--- src/hw/rtl/hse_pkg.sv ---
package hse_pkg;

  localparam int MAX_ELEMENTS_DEF = 64;
  localparam int VALUE_W          = 32;

  // write data source for the element store
  typedef enum logic [1:0] {
    WSEL_IN,
    WSEL_ITEM,
    WSEL_RD0,
    WSEL_RD1
  } wsel_t;

  typedef struct packed {
    logic  we;
    wsel_t wsel;
    logic  item_ld;
    logic  out_ld;
  } dp_cmd_t;

  typedef struct packed {
    logic right_gt;       // rd1 > rd0
    logic left_gt_item;   // rd0 > item
    logic right_gt_item;  // rd1 > item
  } dp_stat_t;

endpackage

--- src/hw/rtl/hse_datapath.sv ---
module hse_datapath #(
  parameter int MAX_ELEMENTS = hse_pkg::MAX_ELEMENTS_DEF,
  parameter int ADDR_W       = $clog2(MAX_ELEMENTS)
) (
  input  logic                               clk,
  input  hse_pkg::dp_cmd_t                   cmd,
  input  logic [ADDR_W-1:0]                  waddr,
  input  logic [ADDR_W-1:0]                  raddr0,
  input  logic [ADDR_W-1:0]                  raddr1,
  input  logic signed [hse_pkg::VALUE_W-1:0] in_value,
  output hse_pkg::dp_stat_t                  stat,
  output logic signed [hse_pkg::VALUE_W-1:0] out_sorted_value
);

  localparam int DEPTH = 1 << ADDR_W;

  logic signed [hse_pkg::VALUE_W-1:0] mem [DEPTH];
  logic signed [hse_pkg::VALUE_W-1:0] rd0_r;
  logic signed [hse_pkg::VALUE_W-1:0] rd1_r;
  logic signed [hse_pkg::VALUE_W-1:0] item_r;
  logic signed [hse_pkg::VALUE_W-1:0] out_value_r;
  logic signed [hse_pkg::VALUE_W-1:0] wdata;

  always_comb begin
    unique case (cmd.wsel)
      hse_pkg::WSEL_IN:   wdata = in_value;
      hse_pkg::WSEL_ITEM: wdata = item_r;
      hse_pkg::WSEL_RD0:  wdata = rd0_r;
      hse_pkg::WSEL_RD1:  wdata = rd1_r;
      default:            wdata = item_r;
    endcase
  end

  always_ff @(posedge clk) begin
    if (cmd.we) begin
      mem[waddr] <= wdata;
    end
    rd0_r <= mem[raddr0];
    rd1_r <= mem[raddr1];
  end

  always_ff @(posedge clk) begin
    if (cmd.item_ld) begin
      item_r <= rd0_r;
    end
    if (cmd.out_ld) begin
      out_value_r <= rd0_r;
    end
  end

  assign stat.right_gt      = rd1_r > rd0_r;
  assign stat.left_gt_item  = rd0_r > item_r;
  assign stat.right_gt_item = rd1_r > item_r;

  assign out_sorted_value = out_value_r;

endmodule

--- src/hw/rtl/hse_ctrl.sv ---
module hse_ctrl #(
  parameter int MAX_ELEMENTS = hse_pkg::MAX_ELEMENTS_DEF,
  parameter int ADDR_W       = $clog2(MAX_ELEMENTS),
  parameter int CNT_W        = $clog2(MAX_ELEMENTS + 1)
) (
  input  logic              clk,
  input  logic              rst_n,
  input  logic              in_valid,
  output logic              in_ready,
  input  logic              in_last_element,
  output logic              out_valid,
  input  logic              out_ready,
  output logic              out_last_result,
  output logic              out_truncated,
  input  hse_pkg::dp_stat_t stat,
  output hse_pkg::dp_cmd_t  cmd,
  output logic [ADDR_W-1:0] waddr,
  output logic [ADDR_W-1:0] raddr0,
  output logic [ADDR_W-1:0] raddr1
);

  localparam int CMP_W = CNT_W + 1;
  localparam logic [CNT_W-1:0] CAP = CNT_W'(MAX_ELEMENTS);

  typedef enum logic [3:0] {
    S_LOAD,
    S_START,
    S_BLD_RD,
    S_BLD_ITEM,
    S_SIFT_CHK,
    S_SIFT_CMP,
    S_EXT_RD,
    S_EXT_SWAP,
    S_EMIT_RD,
    S_EMIT_LD,
    S_EMIT_WAIT
  } state_t;

  state_t            state_r;
  logic [CNT_W-1:0]  count_r;
  logic              ovf_r;
  logic [CNT_W-1:0]  idx_r;
  logic [CNT_W-1:0]  len_r;
  logic [ADDR_W-1:0] hole_r;
  logic              build_r;
  logic              out_valid_r;
  logic              out_last_r;
  logic              out_trunc_r;

  logic [ADDR_W:0]   kid;
  logic [CMP_W-1:0]  kid_ext;
  logic [CMP_W-1:0]  kid1_ext;
  logic [CMP_W-1:0]  len_ext;
  logic              kid_in;
  logic              use_right;
  logic              win_gt;
  logic              in_fire;
  logic              store_ok;
  logic              more_build;
  logic [CNT_W-1:0]  len_dec;
  logic [CNT_W-1:0]  idx_dec;

  assign kid      = {hole_r, 1'b1};
  assign kid_ext  = CMP_W'(kid);
  assign kid1_ext = kid_ext + CMP_W'(1);
  assign len_ext  = CMP_W'(len_r);
  assign kid_in   = kid_ext < len_ext;
  // right child only counts while it lies inside the heap
  assign use_right  = (kid1_ext < len_ext) && stat.right_gt;
  assign win_gt     = use_right ? stat.right_gt_item : stat.left_gt_item;
  assign in_fire    = in_valid && in_ready;
  assign store_ok   = count_r < CAP;
  assign more_build = build_r && (idx_r > CNT_W'(1));
  assign len_dec    = len_r - CNT_W'(1);
  assign idx_dec    = idx_r - CNT_W'(1);

  assign in_ready        = (state_r == S_LOAD);
  assign out_valid       = out_valid_r;
  assign out_last_result = out_last_r;
  assign out_truncated   = out_trunc_r;

  always_comb begin
    cmd.we      = 1'b0;
    cmd.wsel    = hse_pkg::WSEL_ITEM;
    cmd.item_ld = 1'b0;
    cmd.out_ld  = 1'b0;
    waddr       = hole_r;
    raddr0      = idx_r[ADDR_W-1:0];
    raddr1      = '0;
    unique case (state_r)
      S_LOAD: begin
        cmd.we   = in_fire && store_ok;
        cmd.wsel = hse_pkg::WSEL_IN;
        waddr    = count_r[ADDR_W-1:0];
      end
      S_BLD_RD: begin
        raddr0 = idx_dec[ADDR_W-1:0];
      end
      S_BLD_ITEM: begin
        cmd.item_ld = 1'b1;
      end
      S_SIFT_CHK: begin
        raddr0 = kid[ADDR_W-1:0];
        raddr1 = kid1_ext[ADDR_W-1:0];
        if (!kid_in) begin
          cmd.we   = 1'b1;
          cmd.wsel = hse_pkg::WSEL_ITEM;
        end
      end
      S_SIFT_CMP: begin
        cmd.we = 1'b1;
        if (win_gt) begin
          cmd.wsel = use_right ? hse_pkg::WSEL_RD1 : hse_pkg::WSEL_RD0;
        end else begin
          cmd.wsel = hse_pkg::WSEL_ITEM;
        end
      end
      S_EXT_RD: begin
        raddr0 = len_dec[ADDR_W-1:0];
        raddr1 = '0;
      end
      S_EXT_SWAP: begin
        // old root goes to the slot just dropped from the heap
        cmd.item_ld = 1'b1;
        cmd.we      = 1'b1;
        cmd.wsel    = hse_pkg::WSEL_RD1;
        waddr       = len_r[ADDR_W-1:0];
      end
      S_EMIT_RD: begin
        raddr0 = idx_r[ADDR_W-1:0];
      end
      S_EMIT_LD: begin
        cmd.out_ld = 1'b1;
      end
      S_START, S_EMIT_WAIT: begin
      end
      default: begin
      end
    endcase
  end

  always_ff @(posedge clk) begin
    if (!rst_n) begin
      state_r     <= S_LOAD;
      count_r     <= '0;
      ovf_r       <= 1'b0;
      idx_r       <= '0;
      len_r       <= '0;
      hole_r      <= '0;
      build_r     <= 1'b0;
      out_valid_r <= 1'b0;
      out_last_r  <= 1'b0;
      out_trunc_r <= 1'b0;
    end else begin
      unique case (state_r)
        S_LOAD: begin
          if (in_fire) begin
            if (store_ok) begin
              count_r <= count_r + CNT_W'(1);
            end else begin
              ovf_r <= 1'b1;
            end
            if (in_last_element) begin
              state_r <= S_START;
            end
          end
        end
        S_START: begin
          len_r   <= count_r;
          build_r <= 1'b1;
          if ((count_r >> 1) != '0) begin
            idx_r   <= count_r >> 1;
            state_r <= S_BLD_RD;
          end else begin
            idx_r   <= '0;
            state_r <= S_EMIT_RD;
          end
        end
        S_BLD_RD: begin
          hole_r  <= ADDR_W'(idx_r - CNT_W'(1));
          state_r <= S_BLD_ITEM;
        end
        S_BLD_ITEM: begin
          state_r <= S_SIFT_CHK;
        end
        S_SIFT_CHK, S_SIFT_CMP: begin
          if (state_r == S_SIFT_CHK && kid_in) begin
            state_r <= S_SIFT_CMP;
          end else if (state_r == S_SIFT_CMP && win_gt) begin
            hole_r  <= use_right ? kid1_ext[ADDR_W-1:0] : kid[ADDR_W-1:0];
            state_r <= S_SIFT_CHK;
          end else if (more_build) begin
            idx_r   <= idx_r - CNT_W'(1);
            state_r <= S_BLD_RD;
          end else begin
            build_r <= 1'b0;
            if (len_r > CNT_W'(1)) begin
              state_r <= S_EXT_RD;
            end else begin
              idx_r   <= '0;
              state_r <= S_EMIT_RD;
            end
          end
        end
        S_EXT_RD: begin
          len_r   <= len_dec;
          state_r <= S_EXT_SWAP;
        end
        S_EXT_SWAP: begin
          hole_r  <= '0;
          state_r <= S_SIFT_CHK;
        end
        S_EMIT_RD: begin
          state_r <= S_EMIT_LD;
        end
        S_EMIT_LD: begin
          out_valid_r <= 1'b1;
          out_last_r  <= (idx_r + CNT_W'(1)) == count_r;
          out_trunc_r <= ovf_r;
          state_r     <= S_EMIT_WAIT;
        end
        S_EMIT_WAIT: begin
          if (out_ready) begin
            out_valid_r <= 1'b0;
            if (out_last_r) begin
              count_r <= '0;
              ovf_r   <= 1'b0;
              state_r <= S_LOAD;
            end else begin
              idx_r   <= idx_r + CNT_W'(1);
              state_r <= S_EMIT_RD;
            end
          end
        end
        default: begin
          state_r <= S_LOAD;
        end
      endcase
    end
  end

endmodule

--- src/hw/rtl/heap_sort_engine.sv ---
// Heapsort engine. Signed 32-bit values stream in one per transaction, one
// per cycle while loading, into an internal store of MAX_ELEMENTS entries;
// the transaction with in_last_element set closes the set and starts an
// in-place heapsort (max-heap build, then root extraction). Values beyond
// capacity are dropped and every result of that set carries out_truncated.
// Results then leave in ascending order, out_last_result on the greatest.
// A set of n elements is loaded, then sifted down: n/2 sifts for the build
// plus n-1 for extraction, each over at most log2(n) heap levels; each
// result is then read, loaded and held until the sink takes it. Each level
// of the sift loop fetches both children through the store's registered
// two-port read in S_SIFT_CHK, then compares and writes back in S_SIFT_CMP.
// No new set is accepted until the last result of the current one is taken.
module heap_sort_engine #(
  parameter int MAX_ELEMENTS = hse_pkg::MAX_ELEMENTS_DEF
) (
  input  logic                               clk,
  input  logic                               rst_n,
  input  logic                               in_valid,
  output logic                               in_ready,
  input  logic signed [hse_pkg::VALUE_W-1:0] in_value,
  input  logic                               in_last_element,
  output logic                               out_valid,
  input  logic                               out_ready,
  output logic signed [hse_pkg::VALUE_W-1:0] out_sorted_value,
  output logic                               out_last_result,
  output logic                               out_truncated
);

  localparam int ADDR_W = $clog2(MAX_ELEMENTS);
  localparam int CNT_W  = $clog2(MAX_ELEMENTS + 1);

  hse_pkg::dp_cmd_t  cmd;
  hse_pkg::dp_stat_t stat;
  logic [ADDR_W-1:0] waddr;
  logic [ADDR_W-1:0] raddr0;
  logic [ADDR_W-1:0] raddr1;

  hse_ctrl #(
    .MAX_ELEMENTS (MAX_ELEMENTS),
    .ADDR_W       (ADDR_W),
    .CNT_W        (CNT_W)
  ) u_ctrl (
    .clk             (clk),
    .rst_n           (rst_n),
    .in_valid        (in_valid),
    .in_ready        (in_ready),
    .in_last_element (in_last_element),
    .out_valid       (out_valid),
    .out_ready       (out_ready),
    .out_last_result (out_last_result),
    .out_truncated   (out_truncated),
    .stat            (stat),
    .cmd             (cmd),
    .waddr           (waddr),
    .raddr0          (raddr0),
    .raddr1          (raddr1)
  );

  hse_datapath #(
    .MAX_ELEMENTS (MAX_ELEMENTS),
    .ADDR_W       (ADDR_W)
  ) u_datapath (
    .clk              (clk),
    .cmd              (cmd),
    .waddr            (waddr),
    .raddr0           (raddr0),
    .raddr1           (raddr1),
    .in_value         (in_value),
    .stat             (stat),
    .out_sorted_value (out_sorted_value)
  );

endmodule
--- config.mk ---
export PLATFORM = sky130hd
export DESIGN_NAME = heap_sort_engine
export DESIGN_NICKNAME = d
export VERILOG_FILES = /design/src/hw/rtl/hse_pkg.sv /design/src/hw/rtl/hse_datapath.sv /design/src/hw/rtl/hse_ctrl.sv /design/src/hw/rtl/heap_sort_engine.sv
export SDC_FILE = /design/constraint.sdc
export NUM_CORES = 2
export LEC_CHECK = 0
export CORE_MARGIN = 4
export CORE_UTILIZATION = 40
export DETAILED_ROUTE_END_ITERATION = 8
export DONT_BUFFER_PORTS = 1
export SLEW_MARGIN = 30
export SYNTH_ARGS = -nofsm -noshare
export SYNTH_HDL_FRONTEND = slang
export SYNTH_SLANG_ARGS = --single-unit
--- constraint.sdc ---
create_clock -name clk -period 7 [get_ports clk]
set_input_delay 1.05 -clock clk [delete_from_list [all_inputs] [get_ports clk]]
set_output_delay 1.05 -clock clk [all_outputs]
set_load 0.01 [all_outputs]
==> load_flow_metrics.sql <==
INSERT INTO impl_metrics (metric_group, metric, value, unit) VALUES
('floorplanning', 'die_x', '509', 'um'),
('clocking', 'max-clock-path-buffers', '3', ''),
('detailed_routing', 'num_vias', '75854', ''),
('logic_synthesis', 'synth-xor-area-share', '0.262', '%'),
('setup_path', 'worst_path_most_repeated_cell', 'buf_4', ''),
('setup_path', 'rr_endpoint', 'u_datapath.mem[24][12]', ''),
('sta', 'finalSetupTns', '0', 'ps'),
('detailed_routing', 'drcViolationCount', '0', ''),
('setup_path', 'crit_path_top_delay_cell', 'a21boi_4', ''),
('min_path', 'min_path_cells', '1', ''),
('global_route', 'grt_max_degree', '126', ''),
('min_path', 'hold_path_class', 'in -> reg', ''),
('logic_synthesis', 'dominant_combinational_cell_family_by_area_after_synthesis', 'simple AND/OR/NAND/NOR gates', ''),
('setup_path', 'worst_r2r_path_depth', '13', ''),
('setup_path', 'crit_path_start_kind', 'register', ''),
('setup_path', 'critical_path_arrival', '6160', 'ps'),
('cells_and_area', 'number_of_fillers_in_the_final_layout', '22243', ''),
('logic_synthesis', 'ys_seq_area_share', '65.2', '%'),
('detailed_routing', 'firstDrtPassIters', '8', ''),
('floorplanning', 'starting_utilization_of_the_core_area', '40.3', '%'),
('logic_synthesis', 'number_of_standard_cells_after_synthesis', '8378', ''),
('logic_synthesis', 'synth_nets', '8530', ''),
('floorplanning', 'placeableCoreArea', '0.249', 'mm^2'),
('logic_synthesis', 'synth.distinct_cells', '74', ''),
('clocking', 'post_cts_setup_buffer_count', '0', ''),
('detailed_routing', 'post_drt_via_cell_ratio', '6.43', ''),
('sta', 'setup_repair_after_global_routing_missed_its_margin', 'no', ''),
('logic_synthesis', 'synth_mux_area_share', '2.84', '%'),
('logic_synthesis', 'synth_flop_cell', 'edfxtp_1', ''),
('logic_synthesis', 'synth_enable_flop_cells', '2112', ''),
('sta', 'fin_hold_ws', '299', 'ps'),
('setup_path', 'worstPathCellList', 'inv_1 -> ha_1 -> nand4_1 -> nor2_1 -> a221oi_1 -> or3b_1 -> a21oi_2 -> mux2i_4 -> mux2i_2 -> a21boi_4 -> buf_4 -> o2bb2ai_4 -> buf_4', ''),
('setup_path', 'category_of_the_most_critical_setup_path', 'reg -> reg', ''),
('flow_run', 'max-cap-violations', '0', ''),
('placement', 'hpwlAfterDp', '211000', 'um'),
('logic_synthesis', 'synth_area_in_compound_gates', '13.5', '%'),
('placement', 'routabilityCongestion', '0.934', ''),
('floorplanning', 'placementRows', '183', ''),
('cells_and_area', 'layout.nets', '8415', ''),
('floorplanning', 'die_footprint', '0.259', 'mm^2'),
('outcome', 'outcome', 'finished clean', ''),
('power_and_ir_drop', 'static-leakage-power', '38.3', 'nW'),
('logic_synthesis', 'post_synth_and_or_nand_nor_area_fraction', '13.6', '%'),
('cells_and_area', 'finalCoreUtilization', '45.9', '%'),
('setup_path', 'required_time_of_the_critical_path', '7640', 'ps'),
('cells_and_area', 'final_layout_size_suffix_gt1_share', '10.1', '%'),
('clocking', 'cts-root-buf', 'clkbuf_16', ''),
('setup_path', 'cp_slowest_stage_delay', '730', 'ps'),
('setup_path', 'timing.rr.start', 'u_datapath.rd0_r[12]', ''),
('detailed_routing', 'wl_per_cell', '31.2', 'um'),
('setup_path', 'cp_endpoint_kind', 'register', ''),
('logic_synthesis', 'post_synth_fa_ha_maj_area_fraction', '1.43', '%'),
('floorplanning', 'chipHeight', '509', 'um'),
('global_route', 'number_of_antenna_violations_at_the_first_check_in_global_routing', '15', ''),
('clocking', 'ctsResizeCount', '0', ''),
('power_and_ir_drop', 'ir_drop', '0.204', 'mV'),
('sta', 'max_slew_margin', '24.4', '%'),
('min_path', 'hold-path-endpoint', 'u_ctrl.state_r[3]', ''),
('detailed_routing', 'count_of_nets_left_with_antenna_violations_after_detail_routing', '0', ''),
('logic_synthesis', 'syn-cell-area', '0.100', 'mm^2'),
('setup_path', 'worst-r2r-setup-slack', '1480', 'ps'),
('logic_synthesis', 'synth.ff_latch_count', '2212', ''),
('clocking', 'worstSkewPairLatency', '890', 'ps'),
('power_and_ir_drop', 'total_power_density_per_cell_area', '346', 'mW/mm^2'),
('sta', 'setup_viol_count_final', '0', ''),
('sta', 'timing.clock.skew', '33.5', 'ps'),
('clocking', 'tritoncts.num_buffers', '217', ''),
('clocking', 'clock_sinks', '2212', ''),
('clocking', 'cts_tree', 'built', ''),
('global_route', 'gr-total-overflow', '0', ''),
('sta', 'timing_worst_slew_pin_value', '1130', 'ps');
## layout make-up
| cell class | count | area [um^2] | area share [%] |
|---|---|---|---|
| Tap cell | 3330 | 4170 | 3.64 |
| Clock inverter | 114 | 1170 | 1.02 |
| Timing Repair Buffer | 381 | 4280 | 3.74 |
| Inverter | 85 | 319 | 0.279 |
| Sequential cell | 2212 | 65400 | 57.2 |
| Clock buffer | 293 | 5990 | 5.24 |
| Antenna cell | 8 | 20.0 | 0.0175 |
| Multi-Input combinational cell | 5366 | 33000 | 28.9 |
## Yosys cell counts, drive strengths merged, types with 42 or more instances
cell type	n	area share, %
a221oi	42	0.37
inv	85	0.32
dfxtp	100	2.0
o221ai	67	0.58
a21o	44	0.33
nand2	1888	7.1
mux2i	275	2.8
ha	115	1.4
edfxtp	2112	63
o22ai	71	0.46
o21ai	88	0.44
buf	196	1.0
a311oi	444	3.9
a31oi	194	1.2
clkbuf	519	1.9
nand3	542	2.7
and2	136	0.85
and3	291	1.8
a21oi	228	1.1
a211oi	571	4.3
nor2	160	0.60
## sequential cells by signal, indices dropped and copies added, names as in the netlist
register and count:
u_datapath.rd0_r 32, u_ctrl.len_r 7, u_datapath.rd1_r 32, u_ctrl.out_valid 1
u_datapath.out_sorted_value 32, u_ctrl.state_r 4, u_datapath.item_r 32, u_ctrl.build_r 1
u_ctrl.hole_r 6, u_ctrl.out_last_result 1, u_ctrl.idx_r 7, u_ctrl.ovf_r 1
u_datapath.mem 2048, u_ctrl.out_truncated 1, u_ctrl.count_r 7
## worst max-delay path, delay by kind of cell (launching register included)
kind / cells / cell delay [ps]
simple gates: 3 / 810
compound gates: 4 / 1720
mux: 2 / 670
fa+ha+maj: 1 / 300
flops: 1 / 720
buf+inv: 3 / 960
## through the flow
| stage | std cells | total power, mW | setup WS, ps |
|---|---|---|---|
| final | 11789 | 39.6 | 1480 |
| after detailed placement | 11370 | 27.5 | 1590 |
| after floorplan | 8378 | 22.8 | 1580 |
| after global routing | 11783 | 40.8 | 1370 |
| after global placement | 11357 | 27.3 | 1670 |
| after CTS | 11777 | 39.3 | 1570 |
## cells by family after synthesis
group / count (synthesis)
flops: 2212
mux: 280
simple gates: 3098
xor+xnor: 30
compound gates: 1843
buf+inv: 800
fa+ha+maj: 115
## report_power, final
group | internal [mW] | total (mW) | switching [mW]
registers | 16.7 | 17.3 | 0.570
logic | 2.88 | 10.4 | 7.48
clock network | 6.80 | 11.9 | 5.14
## per-layer routing
layer	up-vias	track usage [%]	wire [um]
li1	31849	-	-
met4	6	11.3	16600
met3	886	6.58	45900
met5	-	0	54
met1	37817	37.4	141000
met2	5296	42.3	165000
## cell usage in the layout (no fill, tap or decap), drive strengths merged, types with 228 or more instances in the layout
cell,synthesis,final
edfxtp,2112,2112
clkbuf,519,293
nand2,1888,1888
a311oi,444,444
mux2i,275,275
nand3,542,542
and3,291,291
a21oi,228,228
buf,196,381
a211oi,571,571
## how the worst max path moves through the flow
stage                     cells after the start                 start  slack (ps)                     end
final                                        13  u_datapath.rd0_r[12]        1480  u_datapath.mem[24][12]
after global routing                         13  u_datapath.rd0_r[14]        1370  u_datapath.mem[24][12]
after CTS                                    13  u_datapath.rd0_r[12]        1570  u_datapath.mem[24][12]
after detailed placement                     13  u_datapath.rd0_r[12]        1590  u_datapath.mem[17][12]
after global placement                       12   u_datapath.rd0_r[7]        1670  u_datapath.mem[24][12]
after floorplan                              14      u_ctrl.hole_r[1]        1580    u_datapath.mem[0][0]
Note: power is estimated with default switching activity, not from simulation.
